$ cat src/rtl/acc7seg_pkg.sv
// shared types, codes and display constants for the accelerometer seven-segment scanner
// no dependencies; imported by every module of the block
`default_nettype none

package acc7seg_pkg;

    // event kinds carried on the input tuser
    typedef enum logic [1:0] {
        OP_SAMPLE = 2'd0,
        OP_SCAN   = 2'd1,
        OP_BUTTON = 2'd2
    } t_op;

    // axis select codes
    typedef enum logic [1:0] {
        AXIS_X = 2'd0,
        AXIS_Y = 2'd1,
        AXIS_Z = 2'd2
    } t_axis;

    // display positions in scan order
    typedef enum logic [1:0] {
        POS_SIGN     = 2'd0,
        POS_HUNDREDS = 2'd1,
        POS_TENS     = 2'd2,
        POS_UNITS    = 2'd3
    } t_pos;

    localparam int RAW_W    = 8;
    localparam int TENTHS_W = 8;
    localparam int WORD_W   = 16;

    // scaling: tenths = round((196 * raw - 24990) / 255)
    localparam logic [7:0]  SCALE_MUL = 8'd196;
    localparam logic [15:0] SCALE_OFS = 16'd24990;
    localparam logic [15:0] ROUND_ADD = 16'd255;
    // ceil(2^25 / 510), exact floor for numerators below 2^16
    localparam logic [16:0] RECIP_510 = 17'd65794;
    localparam int          RECIP_SH  = 25;

    // digit selects and segment codes, active low once inverted
    localparam logic [15:0] SEL_SIGN     = 16'h0800;
    localparam logic [15:0] SEL_HUNDREDS = 16'h0400;
    localparam logic [15:0] SEL_TENS     = 16'h0200;
    localparam logic [15:0] SEL_UNITS    = 16'h0100;
    localparam logic [15:0] DP_BIT       = 16'h0080;
    localparam logic [15:0] SEG_MINUS    = 16'h00FE;
    localparam logic [15:0] SEG_BLANK    = 16'h00FF;

    // decimal digit to segment code
    function automatic logic [15:0] seg_code(input logic [3:0] digit);
        logic [15:0] code;
        case (digit)
            4'd0:    code = 16'h0081;
            4'd1:    code = 16'h00E7;
            4'd2:    code = 16'h00A8;
            4'd3:    code = 16'h00A4;
            4'd4:    code = 16'h00C6;
            4'd5:    code = 16'h0094;
            4'd6:    code = 16'h0090;
            4'd7:    code = 16'h00A7;
            4'd8:    code = 16'h0080;
            4'd9:    code = 16'h0084;
            default: code = SEG_BLANK;
        endcase
        return code;
    endfunction

endpackage

`default_nettype wire

$ cat src/rtl/accel_seven_segment_scanner.sv
// top level of the accelerometer readout for a four-digit seven-segment display
// depends on acc7seg_pkg, acc7seg_conv and acc7seg_digit
`default_nettype none

// accelerometer readout scanner. each input item is one event, its kind on tuser:
// sample (0) latches the selected axis byte of tdata as signed tenths of m/s^2,
// round((196*raw-24990)/255), range -98..98; scan tick (1) returns one item with
// the active-low port word for the next digit (sign, hundreds, tens with decimal
// point, units, then round again); axis button (2) steps the select x, y, z, x.
// kind 3 is dropped silently. every item passes through the input register and a
// scan result then through the output register; one item is accepted every clock
// while the output side keeps up. the limit is the output register: a scan tick
// waits in the input register while an untaken result holds it. reset clears the
// latched value, the axis select and the scan position to zero.

module accel_seven_segment_scanner (
    input  wire logic        i_clk,
    input  wire logic        i_rst_n,
    // input item stream
    input  wire logic        i_s_tvalid,
    output logic             o_s_tready,
    input  wire logic [23:0] i_s_tdata,   // x_raw[7:0], y_raw[15:8], z_raw[23:16]
    input  wire logic [1:0]  i_s_tuser,   // op[1:0]
    // result stream
    output logic             o_m_tvalid,
    input  wire logic        i_m_tready,
    output logic      [15:0] o_m_tdata    // port_word[15:0]
);
    import acc7seg_pkg::*;

    // input register
    logic                r_in_valid;
    logic [1:0]          r_op;
    logic [RAW_W-1:0]    r_x_raw;
    logic [RAW_W-1:0]    r_y_raw;
    logic [RAW_W-1:0]    r_z_raw;

    // block state
    logic [TENTHS_W-1:0] r_shown_tenths;
    logic [TENTHS_W-1:0] n_shown_tenths;
    t_axis               r_axis;
    t_axis               n_axis;
    t_pos                r_pos;
    t_pos                n_pos;

    // output register
    logic                r_out_valid;
    logic                n_out_valid;
    logic [WORD_W-1:0]   r_out_word;
    logic [WORD_W-1:0]   n_out_word;

    logic                w_is_scan;
    logic                w_advance;
    logic [RAW_W-1:0]    w_sel_raw;
    logic [TENTHS_W-1:0] w_tenths;
    logic [WORD_W-1:0]   w_word;

    // a scan tick needs a free output slot, other kinds always move on
    assign w_is_scan  = (t_op'(r_op) == OP_SCAN);
    assign w_advance  = r_in_valid && (!w_is_scan || !r_out_valid || i_m_tready);
    assign o_s_tready = !r_in_valid || w_advance;

    // an unreachable select of three reads the x byte
    always_comb begin
        case (r_axis)
            AXIS_Y:  w_sel_raw = r_y_raw;
            AXIS_Z:  w_sel_raw = r_z_raw;
            default: w_sel_raw = r_x_raw;
        endcase
    end

    acc7seg_conv u_conv (
        .i_raw    (w_sel_raw),
        .o_tenths (w_tenths)
    );

    acc7seg_digit u_digit (
        .i_tenths (r_shown_tenths),
        .i_pos    (r_pos),
        .o_word   (w_word)
    );

    always_comb begin
        n_shown_tenths = r_shown_tenths;
        n_axis         = r_axis;
        n_pos          = r_pos;
        n_out_word     = r_out_word;
        n_out_valid    = r_out_valid && !i_m_tready;
        if (w_advance) begin
            case (t_op'(r_op))
                OP_SAMPLE: begin
                    n_shown_tenths = w_tenths;
                end
                OP_BUTTON: begin
                    case (r_axis)
                        AXIS_X:  n_axis = AXIS_Y;
                        AXIS_Y:  n_axis = AXIS_Z;
                        default: n_axis = AXIS_X;
                    endcase
                end
                OP_SCAN: begin
                    n_out_word  = w_word;
                    n_out_valid = 1'b1;
                    n_pos       = t_pos'(r_pos + 2'd1);
                end
                default: begin
                    // unused kind, nothing changes
                end
            endcase
        end
    end

    // control state
    always_ff @(posedge i_clk) begin
        if (!i_rst_n) begin
            r_in_valid     <= 1'b0;
            r_out_valid    <= 1'b0;
            r_shown_tenths <= '0;
            r_axis         <= AXIS_X;
            r_pos          <= POS_SIGN;
        end else begin
            if (o_s_tready) begin
                r_in_valid <= i_s_tvalid;
            end
            r_out_valid    <= n_out_valid;
            r_shown_tenths <= n_shown_tenths;
            r_axis         <= n_axis;
            r_pos          <= n_pos;
        end
    end

    // payload registers
    always_ff @(posedge i_clk) begin
        if (o_s_tready && i_s_tvalid) begin
            r_op    <= i_s_tuser;
            r_x_raw <= i_s_tdata[7:0];
            r_y_raw <= i_s_tdata[15:8];
            r_z_raw <= i_s_tdata[23:16];
        end
        r_out_word <= n_out_word;
    end

    assign o_m_tvalid = r_out_valid;
    assign o_m_tdata  = r_out_word;

endmodule

`default_nettype wire

$ cat src/rtl/acc7seg_conv.sv
// raw sensor byte to signed tenths of m/s^2, rounded half away from zero
// depends on acc7seg_pkg
`default_nettype none

module acc7seg_conv (
    input  wire logic [acc7seg_pkg::RAW_W-1:0]    i_raw,
    output logic      [acc7seg_pkg::TENTHS_W-1:0] o_tenths
);
    import acc7seg_pkg::*;

    logic [15:0] w_scaled;
    logic        w_neg;
    logic [15:0] w_abs;
    logic [15:0] w_num;
    logic [32:0] w_prod;
    logic [6:0]  w_quot;

    // 196 = 128 + 64 + 4, shift-add only
    assign w_scaled = (16'(i_raw) << 7) + (16'(i_raw) << 6) + (16'(i_raw) << 2);
    assign w_neg    = (w_scaled < SCALE_OFS);
    assign w_abs    = w_neg ? (SCALE_OFS - w_scaled) : (w_scaled - SCALE_OFS);
    // (2|n| + 255) / 510 by reciprocal
    assign w_num    = (w_abs << 1) + ROUND_ADD;
    assign w_prod   = 33'(w_num) * 33'(RECIP_510);
    assign w_quot   = w_prod[RECIP_SH+6:RECIP_SH];

    assign o_tenths = w_neg ? (8'd0 - 8'(w_quot)) : 8'(w_quot);

endmodule

`default_nettype wire

$ cat src/rtl/acc7seg_digit.sv
// one display digit: digit split of the latched value and segment lookup
// depends on acc7seg_pkg
`default_nettype none

module acc7seg_digit (
    input  wire logic [acc7seg_pkg::TENTHS_W-1:0] i_tenths,
    input  wire acc7seg_pkg::t_pos                i_pos,
    output logic      [acc7seg_pkg::WORD_W-1:0]   o_word
);
    import acc7seg_pkg::*;

    logic        w_neg;
    logic [7:0]  w_mag;
    logic [13:0] w_h_prod;
    logic [1:0]  w_hund;
    logic [7:0]  w_rem;
    logic [14:0] w_t_prod;
    logic [3:0]  w_tens;
    logic [7:0]  w_units;

    assign w_neg    = i_tenths[TENTHS_W-1];
    assign w_mag    = w_neg ? (8'd0 - i_tenths) : i_tenths;
    // mag / 100 as (mag * 41) >> 12, exact up to 128
    assign w_h_prod = 14'(w_mag) * 14'd41;
    assign w_hund   = w_h_prod[13:12];
    assign w_rem    = w_mag - 8'(w_hund) * 8'd100;
    // rem / 10 as (rem * 205) >> 11, exact below 100
    assign w_t_prod = 15'(w_rem) * 15'd205;
    assign w_tens   = w_t_prod[14:11];
    assign w_units  = w_rem - 8'(w_tens) * 8'd10;

    always_comb begin
        case (i_pos)
            POS_SIGN:     o_word = ~(SEL_SIGN | (w_neg ? SEG_MINUS : SEG_BLANK));
            POS_HUNDREDS: o_word = ~(SEL_HUNDREDS | seg_code(4'(w_hund)));
            POS_TENS:     o_word = ~(SEL_TENS | seg_code(w_tens)) ^ DP_BIT;
            POS_UNITS:    o_word = ~(SEL_UNITS | seg_code(w_units[3:0]));
            default:      o_word = ~(SEL_SIGN | SEG_BLANK);
        endcase
    end

endmodule

`default_nettype wire

$ cat config.mk
export PLATFORM = sky130hd
export DESIGN_NAME = accel_seven_segment_scanner
export DESIGN_NICKNAME = d
export VERILOG_FILES = /design/src/rtl/acc7seg_pkg.sv /design/src/rtl/accel_seven_segment_scanner.sv /design/src/rtl/acc7seg_conv.sv /design/src/rtl/acc7seg_digit.sv
export SDC_FILE = /design/constraint.sdc
export NUM_CORES = 1
export LEC_CHECK = 0
export BUFFER_PORTS_ARGS = -buffer_cell sky130_fd_sc_hd__buf_4
export CORE_ASPECT_RATIO = 0.75
export CORE_UTILIZATION = 68
export DETAILED_ROUTE_END_ITERATION = 7
export GPL_TIMING_DRIVEN = 0
export HOLD_SLACK_MARGIN = 0.03
export PLACE_DENSITY = 0.88
export REMOVE_ABC_BUFFERS = 1
export SYNTH_ARGS = -nofsm -noshare
export SYNTH_HDL_FRONTEND = slang
export SYNTH_SLANG_ARGS = --single-unit
$ cat constraint.sdc
create_clock -name i_clk -period 33.4 [get_ports i_clk]
set_input_delay 3.34 -clock i_clk [delete_from_list [all_inputs] [get_ports i_clk]]
set_output_delay 3.34 -clock i_clk [all_outputs]
set_load 0.05 [all_outputs]
* After elaboration in Yosys (flattened, before gate mapping) *
Memory sizes are Yosys's and may differ from the RTL's.
Index checks and enable logic that the tools add are counted.

storage, ports and cells
  register bits = 56
  memory bits (read-only) = 224
  input bits = 30
  memories kept = 2

memory list
  name              depth  bits a word  read ports  clocked after memory_dff  wr ports  line               source
  (name not given)  16     7            1           0                         0         acc7seg_pkg.sv:53  case (digit)
  (name not given)  16     7            1           0                         0         acc7seg_pkg.sv:53

operators by class
  add/sub/neg operators = 10
  multipliers = 5
  magnitude comparators = 1
  eq/ne operators = 10
  muxes and demuxes = 13
  bitwise gates (word level) = 5
  reduce and logical (&&, ||, !) cells = 17

operators by type and width
  operator                                                                         number
  16-bit one-hot mux with 4 select lines                                           2
  16-bit NOT                                                                       4
  16-bit two-way mux                                                               3
  16-bit by 16-bit multiplier with 31-bit output (second input constant)           1
  15-bit by 14-bit adder with 16-bit output                                        1
  16-bit by 10-bit adder with 16-bit output                                        1
  16-bit by 8-bit adder with 16-bit output (second input constant)                 1
  16-bit by 15-bit less-than comparator with 1-bit output (second input constant)  1
  8-bit two-way mux                                                                2
  8-bit one-hot mux with 2 select lines                                            1
  8-bit by 8-bit multiplier with 15-bit output (second input constant)             1
  15-bit two-way mux                                                               1
  15-bit subtractor (first input constant)                                         1
  15-bit subtractor (second input constant)                                        1
  8-bit by 6-bit multiplier with 14-bit output (second input constant)             1
  2-bit equality test (second input constant)                                      6
  2-bit by 1-bit equality test with 1-bit output (second input constant)           4
  2-bit zero test                                                                  4
  1-bit by 7-bit subtractor with 8-bit output (first input constant)               1
  1-bit by 8-bit subtractor with 8-bit output (first input constant)               1
  8-bit subtractor                                                                 1
  2-bit by 5-bit multiplier with 6-bit output (second input constant)              1
  2-bit AND reduction                                                              3
  1-bit zero test                                                                  4
  8 further kinds                                                                  14

* Depth between registers and ports, before layout *
Gate-level depths: netlist of run 1.
An unclocked memory read counts as a cell.

  depth in word-level cells = 12
  mapped depth = 50
  gate-level depth less buffers = 48

* Modules after synthesis *
A second synthesis of run 1 with hierarchy kept.

unflattened totals
  cells, all modules = 780
  area, all modules = 7454.6 um^2

by module, submodules not included
  module                       instances  cells an instance  area an instance (um^2)  seq. area each (um^2)
  acc7seg_conv                 1          335                2776.4                   0.0
  acc7seg_digit                1          315                2623.8                   0.0
  accel_seven_segment_scanner  1          130                2054.5                   1541.5

* Worst setup path before layout of run 1 *
No wires, ideal clock.

  kind = reg2reg
  start point = register r_shown_tenths[0]
  end point = register r_out_word[5] (netlist: o_m_tdata[5]), data pin
  arrival = 10.338 ns
  path slack = 22.800 ns
  cell stages (with the launch flop) = 49
  path through = dfxtp_1 buf_2 inv_1 ha_1 nand2b_1 o21ai_0 xor2_1 inv_1 ha_1 fa_1 ha_1 ha_1 a21o_1 a21o_1 a221oi_1 a21oi_1 nor3_1 or2_1 [... 13 more ...] ha_1 a21o_1 a21oi_1 nand2_1 or2_2 mux2i_1 or2_2 buf_2 inv_2 ha_1 fa_1 xnor2_1 xnor2_1 xnor2_1 mux2_2 nand2_1 a31oi_1 o21ai_1

on the way
  cells in the longest elaborated chain, start to end = 12

RTL lines
  what                                          line                                source
  start, declared                               accel_seven_segment_scanner.sv:39   logic [TENTHS_W-1:0] r_shown_tenths;
  start signal, assigned                        accel_seven_segment_scanner.sv:126  r_shown_tenths <= n_shown_tenths;
  1-bit by 8-bit subtractor with 8-bit output   acc7seg_digit.sv:22                 assign w_mag = w_neg ? (8'd0 - i_tenths) : i_tenths;
  8-bit two-way mux *                           acc7seg_digit.sv:22
  8-bit by 6-bit multiplier with 14-bit output  acc7seg_digit.sv:24                 assign w_h_prod = 14'(w_mag) * 14'd41;
  2-bit by 5-bit multiplier with 6-bit output   acc7seg_digit.sv:26                 assign w_rem = w_mag - 8'(w_hund) * 8'd100;
  8-bit subtractor                              acc7seg_digit.sv:26
  8-bit by 8-bit multiplier with 15-bit output  acc7seg_digit.sv:28                 assign w_t_prod = 15'(w_rem) * 15'd205;
  4-bit by 3-bit multiplier with 3-bit output   acc7seg_digit.sv:30                 assign w_units = w_rem - 8'(w_tens) * 8'd10;
  4-bit subtractor                              acc7seg_digit.sv:30
  memory 16 x 7 bit                             n/a
  16-bit two-way mux                            acc7seg_digit.sv:33                 case (i_pos)
  16-bit NOT                                    acc7seg_digit.sv:37                 POS_UNITS: o_word = ~(SEL_UNITS | seg_code(w_units[3:0]));
  16-bit one-hot mux with 4 select lines *      acc7seg_digit.sv:33
  net u_digit.o_word (one bit)                  acc7seg_digit.sv:8                  output logic [acc7seg_pkg::WORD_W-1:0] o_word
  end signal, assigned                          accel_seven_segment_scanner.sv:140  r_out_word <= n_out_word;
  end, declared                                 accel_seven_segment_scanner.sv:49   logic [WORD_W-1:0] r_out_word;

Mark *: on every way through the listed nets, which the timed path passes. The rest lies on a longest branch. The select of a mux whose other input is x is not followed.
A chain may end at the register's enable or synchronous reset.

* Final worst setup path of run 1 *
Ends and elaborated chain as after synthesis.

==> run summary, run 1 <==
FFs w/ async S/R, synth: 0%
#FFs+latches synth: 52
Final setup viols: 0
Highest metal used: met4
Critical Path End Type: flop
Tmin final: 12540 ps
Outcome: finished clean
Area leader, netlist: ha_1
Slowest stage delay, CP: 710 ps
RSZ-0062 raised after global routing: no
Post-synthesis cell area: 7290 um^2
Sequential fraction of the synthesis area: 19.5%
Final Hold Viols: 0
Clk_lat worst skew: 300 ps
Post-Syn Instances: 818
Hold Crit Class: reg2reg
Root buffer cell: clkbuf_16
Adder-Cell Fraction of Synth Area: 30.2%
Min-delay src: r_shown_tenths[4]
Global-route wire length before repair: 29.6 mm
Worst setup path category: reg2reg
Relative slew slack: 18.5%
Clock slew at reported path FFs: 70 ps
Crit path max fanout: 13
Gates resized, CTS repair: 0
P&R area growth vs syn: 7.60%
Multiplexer share of the synthesized area: 1.58%
Detail Route Antenna Nets: 0
Gpl congestion: 0.948
Worst hold endpoint: r_shown_tenths[4]
Worst Skew: 5.05 ps
CTS Buffer Depth: 2
Largest net degree at the start of global routing: 19
H-tree depth: 2
Vias in the first global route: 6399
Initial antenna violation count: 0
Synth Area in Simple Gates: 14.7%
Primary FF master, synth: edfxtp_1
Final #Nets: 1041
Drt wl/cell: 18.1 um
Xor/xnor share of the synthesized area: 8.25%
Combinational family with the most area after synthesis: adder cells
Period Utilization, post-route: 37.5%
Reg-to-Reg End: o_m_tdata[5]
Hold Path Depth: 2
Routed wl met3: 1.39 mm
Met1 wire length: 7.51 mm
Die X: 122 um
WP data required: 33440 ps
DR DRC count: 0
HPWL after DPL: 13.9 mm
Crit path from: r_shown_tenths[0]
Max-cap viol count: 0
Worst r2r src: r_shown_tenths[0]
Fin worst setup slack: 20860 ps
Die area: 11100 um^2
Global Route Usage Sum: 33.2%
Avg Cell Area, Syn: 8.92 um^2
Clk sinks: 52
Core footprint: 10400 um^2
Die Y: 91.7 um
Ys Warns: 0
Synth top area share: 25.6%
Synth Area in Compound Gates: 19.6%
Drt total wl: 17.7 mm
Total CTS buffers: 5
# rows: 32
Post-synth EDFFs: 38
Yosys cell types: 85
Layout cells sized above 1: 10.0%
Met2 WL post-DR: 8.34 mm
Worst slew pin tran: 1220 ps
1st-iter DRT viols: 588
Max Fclk: 0.0798 GHz
Fillers: 704
Pre-CTS setup slack: 21250 ps
Post-CTS setup buffers: 0
Area contributors post-synth: ha_1 26%, edfxtp_1 16%, xnor2_1 5.3%
Setup total negative slack: 0 ps
Startpoint type of the worst setup path: flop
Critical-path top delay cell: dfxtp_1
Drt first pass iters: 7
Post-DR vias/cell: 6.58
Initial Utilization: 70.3%
CTS hold repair buffers: 0
Diodes inserted: 0
R2r setup slk: 20860 ps
CTS tree: done
IO Port Bufs: 43
Max-slew violations: 0
Cell count of the worst reg-to-reg path: 46
I/O pins: 48
Via count: 6459
Total gr overflow: 0
Worst path arrival time: 12580 ps
cells in the final DEF, fill, tap and decap left out, types with 4 or more instances in the layout:
| cell | count |
|---|---|
| o21a_1 | 11 |
| a31oi_1 | 9 |
| mux2i_1 | 7 |
| mux2_2 | 4 |
| clkbuf_16 | 5 |
| nor2b_1 | 5 |
| nor2_1 | 56 |
| nor3_1 | 4 |
| inv_1 | 78 |
| conb_1 | 4 |
| xor2_1 | 14 |
| ha_1 | 149 |
| o21ai_0 | 36 |
| buf_4 | 43 |
| nand4_1 | 7 |
| o21ai_1 | 4 |
| a211oi_1 | 4 |
| a22oi_1 | 9 |
| nand2_1 | 50 |
| nand2b_1 | 8 |
| nor4_1 | 6 |
| nand3_1 | 12 |
| a21o_1 | 15 |
| dfxtp_1 | 14 |
| edfxtp_1 | 38 |
| and2_1 | 11 |
| or2_2 | 7 |
| o2111ai_1 | 6 |
| o211ai_1 | 12 |
| fa_1 | 17 |
| and3_1 | 16 |
| a21oi_1 | 49 |
| or4_1 | 4 |
| o31ai_1 | 4 |
| xnor2_1 | 44 |
| or3_1 | 9 |
sequential cells by signal, summed over array words and instances (netlist names):
name,cells
o_m_tdata,12
r_shown_tenths,8
r_x_raw,8
r_y_raw,8
r_z_raw,8
r_axis,2
r_op,2
r_pos,2
o_m_tvalid,1
r_in_valid,1
logic make-up (layout without fill, tap and decap cells):
| family | after synthesis | in the layout |
|---|---|---|
| adder cells (fa/ha/maj) | 166 | 166 |
| AND/OR/NAND/NOR | 210 | 210 |
| multiplexers | 11 | 11 |
| flip-flops | 52 | 52 |
| buffers and inverters | 108 | 133 |
| XOR/XNOR | 63 | 63 |
| AO/OA/AOI/OAI | 207 | 207 |
| other | 1 | 4 |
stage by stage:
step,utilization [%],std cells,hold slack [ps],cell area (um^2)
after floorplan,-,794,480,7160
after global placement,73.8,973,509,7660
after detailed placement,74.0,974,532,7670
after CTS,75.7,982,547,7850
after global routing,75.7,982,565,7850
final,75.7,982,546,7850
layer usage:
| metal | global-route usage, % | vias up |
|---|---|---|
| li1 | - | 3013 |
| met1 | 42.7 | 3025 |
| met2 | 56.8 | 356 |
| met3 | 5.04 | 65 |
| met4 | 11.0 | 0 |
| met5 | 0 | - |
worst max-delay path by stage:
stage	end	slack, ps	depth (start not counted)
6_report	o_m_tdata[5]	20860	46
5_1_grt	o_m_tdata[5]	19980	46
4_1_cts	o_m_tdata[5]	21100	46
3_5_place_dp	o_m_tdata[5]	21250	46
3_3_place_gp	o_m_tdata[5]	21560	46
2_1_floorplan	o_m_tdata[5]	22820	44
synth_stat cells, types with 4 or more instances:
cell	number
nand2_1	50
mux2i_1	7
or3_1	9
a22oi_1	9
or2_2	7
xor2_1	14
or4_1	4
ha_1	149
nand4_1	7
edfxtp_1	38
mux2_2	4
nor2_1	56
dfxtp_1	14
buf_4	4
nand2b_1	8
o21ai_0	36
and2_1	11
buf_2	6
nor3_1	4
a31oi_1	9
nor2b_1	6
xnor2_1	44
o21ai_1	4
o211ai_1	12
a21o_1	15
fa_1	17
o2111ai_1	6
nor4_1	6
and3_1	16
a21oi_1	49
nand3_1	12
o31ai_1	4
clkbuf_1	12
inv_1	78
a211oi_1	4
o21a_1	11
worst max-delay path: cells and delay by family, from the launching register on:
kind	cells	cell delay, ps
xor gates and xnor gates	5	1790
muxes	1	270
adders and majority gates	13	4940
AOI/OAI and AO/OA	12	2340
and+or+nand+nor	6	970
DFF	1	710
buffers and inverters	9	1260
layout make-up:
type / count / area (um^2) / share of cell area, %
tap: 136 / 170 / 2.17
inverter: 81 / 304 / 3.87
multi-input combinational: 661 / 5440 / 69.3
sequential: 52 / 1420 / 18.1
clock inverter: 3 / 50.0 / 0.638
clock buffer: 5 / 125 / 1.59
timing repair buffer: 44 / 338 / 4.30
Power of run 1 is not shown: default switching activity piles up to over one toggle a cycle in this logic, so the estimate is an artifact.
==> run 2, diff against run 1 <==
--- a/config.mk
+++ b/config.mk
@@ -7,11 +7,11 @@
 export LEC_CHECK = 0
 export BUFFER_PORTS_ARGS = -buffer_cell sky130_fd_sc_hd__buf_4
 export CORE_ASPECT_RATIO = 0.75
-export CORE_UTILIZATION = 68
+export CORE_UTILIZATION = 63
 export DETAILED_ROUTE_END_ITERATION = 7
 export GPL_TIMING_DRIVEN = 0
 export HOLD_SLACK_MARGIN = 0.03
-export PLACE_DENSITY = 0.88
+export PLACE_DENSITY = 0.82
 export REMOVE_ABC_BUFFERS = 1
 export SYNTH_ARGS = -nofsm -noshare
 export SYNTH_HDL_FRONTEND = slang
==> constraint.sdc (replaced) <==
create_clock -name i_clk -period 13 [get_ports i_clk]
set_input_delay 1.3 -clock i_clk [delete_from_list [all_inputs] [get_ports i_clk]]
set_output_delay 1.3 -clock i_clk [all_outputs]
set_load 0.05 [all_outputs]
==> run 2 against run 1 <==
Net effect: cell count increased by 0.41%; highest routed layer unchanged; critical path type unchanged; clock skew decreased by 1.5 ps; core utilization decreased by 4.9 points; count of clock-buffer cells in the layout unchanged; global-route usage decreased by 4.6 points.
==> run summary, run 2 (same netlist as run 1, synthesis figures left out) <==
Relative slew slack: 17.1% (-1.4 points)
Largest net degree at the start of global routing: 17 (-2)
Min-delay src: o_m_tvalid
Final #Nets: 1041 (unchanged)
CTS tree: done
1st-iter DRT viols: 582 (-1.0%)
Worst r2r src: r_shown_tenths[0]
Tmin final: 12030 ps (-501 ps)
Setup total negative slack: 0 ps (unchanged)
Clk_lat worst skew: 290 ps (about the same)
Period Utilization, post-route: 92.6% (+55 points)
P&R area growth vs syn: 7.79%
Root buffer cell: clkbuf_16
Drt first pass iters: 8 (+1)
Most frequent cells in the layout: 149 x ha_1, 78 x inv_1, 56 x nor2_1
# rows: 33 (+3.1%)
Max-slew violations: 0 (unchanged)
Vias in the first global route: 5874 (-8.2%)
Max-cap viol count: 0 (unchanged)
Die X: 126 um (+3.8%)
Critical-path top delay cell: fa_1
Total gr overflow: 0 (unchanged)
I/O pins: 48 (unchanged)
Final Hold Viols: 0 (unchanged)
Slowest stage delay, CP: 550 ps (-160 ps)
WHS: 536 ps (-9.92 ps)
Startpoint type of the worst setup path: flop
Fin util: 70.8% (-4.9 points)
Worst Skew: 3.59 ps (-1.46 ps)
DR DRC count: 0 (unchanged)
CTS Buffer Depth: 2 (unchanged)
Diodes inserted: 0 (unchanged)
Drt wl/cell: 16.9 um (-6.3%)
Worst path arrival time: 12050 ps (-530 ps)
Core footprint: 11100 um^2 (+7.1%)
IO Port Bufs: 43 (unchanged)
WP data required: 13020 ps (-20420 ps)
CP most frequent cell: ha_1
Crit path max fanout: 13 (unchanged)
Initial antenna violation count: 0 (unchanged)
Initial Utilization: 65.7% (-4.7 points)
Detail Route Antenna Nets: 0 (unchanged)
RSZ-0062 raised after global routing: no
Outcome: finished clean
H-tree depth: 2 (unchanged)
Crit path from: r_shown_tenths[0]
Drt total wl: 16.7 mm (-6.0%)
Final setup viols: 0 (unchanged)
Clock slew at reported path FFs: 60 ps (about the same)
Worst slew pin tran: 1240 ps (+21.5 ps)
Post-DR vias/cell: 6.29 (-4.3%)
Global-route wire length before repair: 27.7 mm (-6.4%)
Die Y: 95.2 um (+3.8%)
Total CTS buffers: 5 (unchanged)
Clk sinks: 52 (unchanged)
Die area: 12000 um^2 (+7.8%)
Global Route Usage Sum: 28.6% (-4.6 points)
Critical Path End Type: flop
Layout cells sized above 1: 10.3% (+0.24 points)
HPWL after DPL: 13.6 mm (-2.2%)
Gpl congestion: 0.899 (-5.2%)
Most common cell after layout, fill and taps aside: ha_1
Max Fclk: 0.0831 GHz (+4.2%)
Max reg flops: 12 (unchanged)
Via count: 6205 (-3.9%)
Hold Crit Class: reg2reg
Worst setup path category: reg2reg
run 2: changes by cell type in the layout (fill, tap and decap cells not counted), sizes merged:
cell | previous run | this run
inv | 82 | 80
clkinv | 1 | 3
run 2: final timing paths:
kind	endpoint	slack [ps]	cells past startpoint
hold / removal	o_m_tvalid	540	2
setup reg to reg	o_m_tdata[1]	970	48
setup / recovery	o_m_tdata[1]	970	48
hold reg to reg	o_m_tvalid	540	2
run 2: worst max-delay path: cells and delay by family (launching register included):
family | cells | cell delay, ps
adders and majority gates | 14 | 5030
AOI/OAI and AO/OA | 12 | 2530
and+or+nand+nor | 8 | 1380
xor gates and xnor gates | 4 | 1090
buffers and inverters | 9 | 1080
DFF | 1 | 510
muxes | 1 | 130
run 2: timing repair:
item                                    in CTS  in global routing
buffers inserted                             0                  0
gates resized for setup                      0                  3
hold buffers                                 0                  0
endpoints found under the setup margin       0                  7
run 2: layer usage:
metal / vias to the layer above / routed length, um / track usage (%) / part of all wire (%)
met5: - / 0 / 0 / 0
met4: 0 / 214 / 5.82 / 1.3
met3: 30 / 1150 / 2.92 / 6.9
met2: 266 / 7520 / 48.3 / 45
met1: 2892 / 7780 / 40.1 / 47
li1: 3017 / - / - / -
run 2: area by class of cell:
| class | count | area [um^2] |
|---|---|---|
| fillers | 832 | 3240 |
| clock buffers | 5 | 125 |
| repair buffers | 44 | 338 |
| clock inverters | 3 | 42.5 |
| well taps | 140 | 175 |
| flip-flops and latches | 52 | 1420 |
| inverters | 81 | 304 |
| multi-input cells | 661 | 5460 |
run 2: per-stage QoR:
step	cells	worst slack [ps]	instance area (um^2)
global route	986	216	7860
detailed placement	978	788	7680
global placement	977	1020	7660
CTS	986	706	7850
finish	986	965	7860
floorplan	794	2420	7160
Power of run 2 is left out for the same reason.
==> run 3, diff against run 2 <==
--- a/config.mk
+++ b/config.mk
@@ -7,11 +7,10 @@
 export LEC_CHECK = 0
 export BUFFER_PORTS_ARGS = -buffer_cell sky130_fd_sc_hd__buf_4
 export CORE_ASPECT_RATIO = 0.75
-export CORE_UTILIZATION = 63
+export CORE_UTILIZATION = 40
 export DETAILED_ROUTE_END_ITERATION = 7
 export GPL_TIMING_DRIVEN = 0
 export HOLD_SLACK_MARGIN = 0.03
-export PLACE_DENSITY = 0.82
 export REMOVE_ABC_BUFFERS = 1
 export SYNTH_ARGS = -nofsm -noshare
 export SYNTH_HDL_FRONTEND = slang
==> run 3 against run 2 <==
Net effect: non-clock buffer count grew 1; core utilization down 26 points; setup slack gained 140 ps; cell count increased by 10%; count of clock-buffer cells in the layout increased by 1; routed wire length shrank 5.4%; first-iteration DRC count is 44% lower; largest cell class unchanged; critical path depth stayed put; global-route usage decreased by 11 points.
==> run summary, run 3 (same netlist as run 1, synthesis figures left out) <==
Outcome: finished clean
Detail Route Antenna Nets: 0 (unchanged)
DR DRC count: 0 (unchanged)
CP most frequent cell: ha_1
Root buffer cell: clkbuf_16
Post-CTS setup buffers: 0 (unchanged)
P&R area growth vs syn: 9.78%
Max-cap viol count: 0 (unchanged)
Clk_lat worst skew: 290 ps (about the same)
Final setup viols: 0 (unchanged)
Die X: 158 um (+25%)
RSZ-0062 raised after global routing: no
Worst slew pin tran: 1210 ps (-34.8 ps)
Worst path arrival time: 11920 ps (-130 ps)
Global-route wire length before repair: 26.9 mm (-2.9%)
Vias in the first global route: 5538 (-5.7%)
# rows: 42 (+27%)
Initial antenna violation count: 0 (unchanged)
Final Hold Viols: 0 (unchanged)
Min-delay src: o_m_tvalid
Post-DR vias/cell: 5.36 (-15%)
Most frequent cells in the layout: 149 x ha_1, 78 x inv_1, 56 x nor2_1
Largest net degree at the start of global routing: 20 (+3)
Total gr overflow: 0 (unchanged)
CTS Buffer Depth: 2 (unchanged)
Die area: 18800 um^2 (+56%)
Total CTS buffers: 5 (unchanged)
Initial Utilization: 41.1% (-25 points)
IO Port Bufs: 43 (unchanged)
Die Y: 119 um (+25%)
Global Route Usage Sum: 17.6% (-11 points)
Layout cells sized above 1: 10.4% (+0.11 points)
Diodes inserted: 0 (unchanged)
Crit path from: r_shown_tenths[0]
WHS: 550 ps (+13.7 ps)
Slowest stage delay, CP: 540 ps (about the same)
Clock slew at reported path FFs: 70 ps (about the same)
Crit path max fanout: 13 (unchanged)
Worst r2r src: r_shown_tenths[0]
Critical Path End Type: flop
WP data required: 13030 ps (about the same)
Clk sinks: 52 (unchanged)
Startpoint type of the worst setup path: flop
Core footprint: 17800 um^2 (+60%)
Tmin final: 11900 ps (-137 ps)
Gpl congestion: 0.834 (-7.2%)
Critical-path top delay cell: fa_1
Via count: 5834 (-6.0%)
Max-slew violations: 0 (unchanged)
Worst Skew: 4.90 ps (+1.30 ps)
CTS tree: done
Max reg flops: 12 (unchanged)
Most common cell after layout, fill and taps aside: ha_1
I/O pins: 48 (unchanged)
Hold Crit Class: reg2reg
Setup total negative slack: 0 ps (unchanged)
Drt total wl: 15.8 mm (-5.4%)
H-tree depth: 2 (unchanged)
Period Utilization, post-route: 91.5% (-1.1 points)
1st-iter DRT viols: 326 (-44%)
Final #Nets: 1042 (+0.096%)
Drt first pass iters: 5 (-3)
CTS hold repair buffers: 0 (unchanged)
Relative slew slack: 19.4% (+2.3 points)
Max Fclk: 0.0841 GHz (+1.2%)
Worst setup path category: reg2reg
Gates resized, CTS repair: 0 (unchanged)
Drt wl/cell: 14.5 um (-14%)
Fin util: 45.1% (-26 points)
HPWL after DPL: 13.2 mm (-3.1%)
-- run 3: cell count changes in the layout (fill, tap and decap cells not counted) --
cell | before | now
buf_16 | 0 | 1
clkinv_4 | 1 | 0
clkinv_1 | 2 | 1
buf_8 | 1 | 0
inv_6 | 0 | 1
buf_2 | 0 | 1
clkbuf_1 | 0 | 1
-- run 3: worst max-delay path, delay by kind of cell, from the launching register on --
kind	cells	cell delay, ps
fa+ha+maj	14	4970
xor+xnor	4	1080
buf+inv	9	1010
simple gates	9	1490
compound gates	12	2530
flops	1	530
-- run 3: metal layers --
layer  share of wire, %  routed length, um  global-route usage, %
met1                 55               8690                   27.7
met2                 41               6440                   25.8
met3                3.7                579                   2.18
met4               0.36                 56                   2.10
met5                  0                  0                      0
-- run 3: final timing paths --
path | endpoint | slack, ps | cells past startpoint
setup / recovery | o_m_tdata[1] | 1100 | 48
hold / removal | o_m_tvalid | 550 | 2
setup reg to reg | o_m_tdata[1] | 1100 | 48
hold reg to reg | o_m_tvalid | 550 | 2
-- run 3: metrics by stage --
stage	cells	worst slack, ps	cell area [um^2]
floorplan	794	2420	7160
global placement	1079	674	7790
detailed placement	1080	629	7820
CTS	1088	568	7990
global route	1089	154	8010
finish	1089	1100	8010
-- run 3: layout make-up --
class,count,area (um^2)
multi-input combinational,661,5460
clock buffer,6,129
clock inverter,2,38.8
fill,1792,9750
tap,242,303
sequential,52,1420
timing repair buffer,45,355
inverter,81,304
Power of run 3 is left out for the same reason.
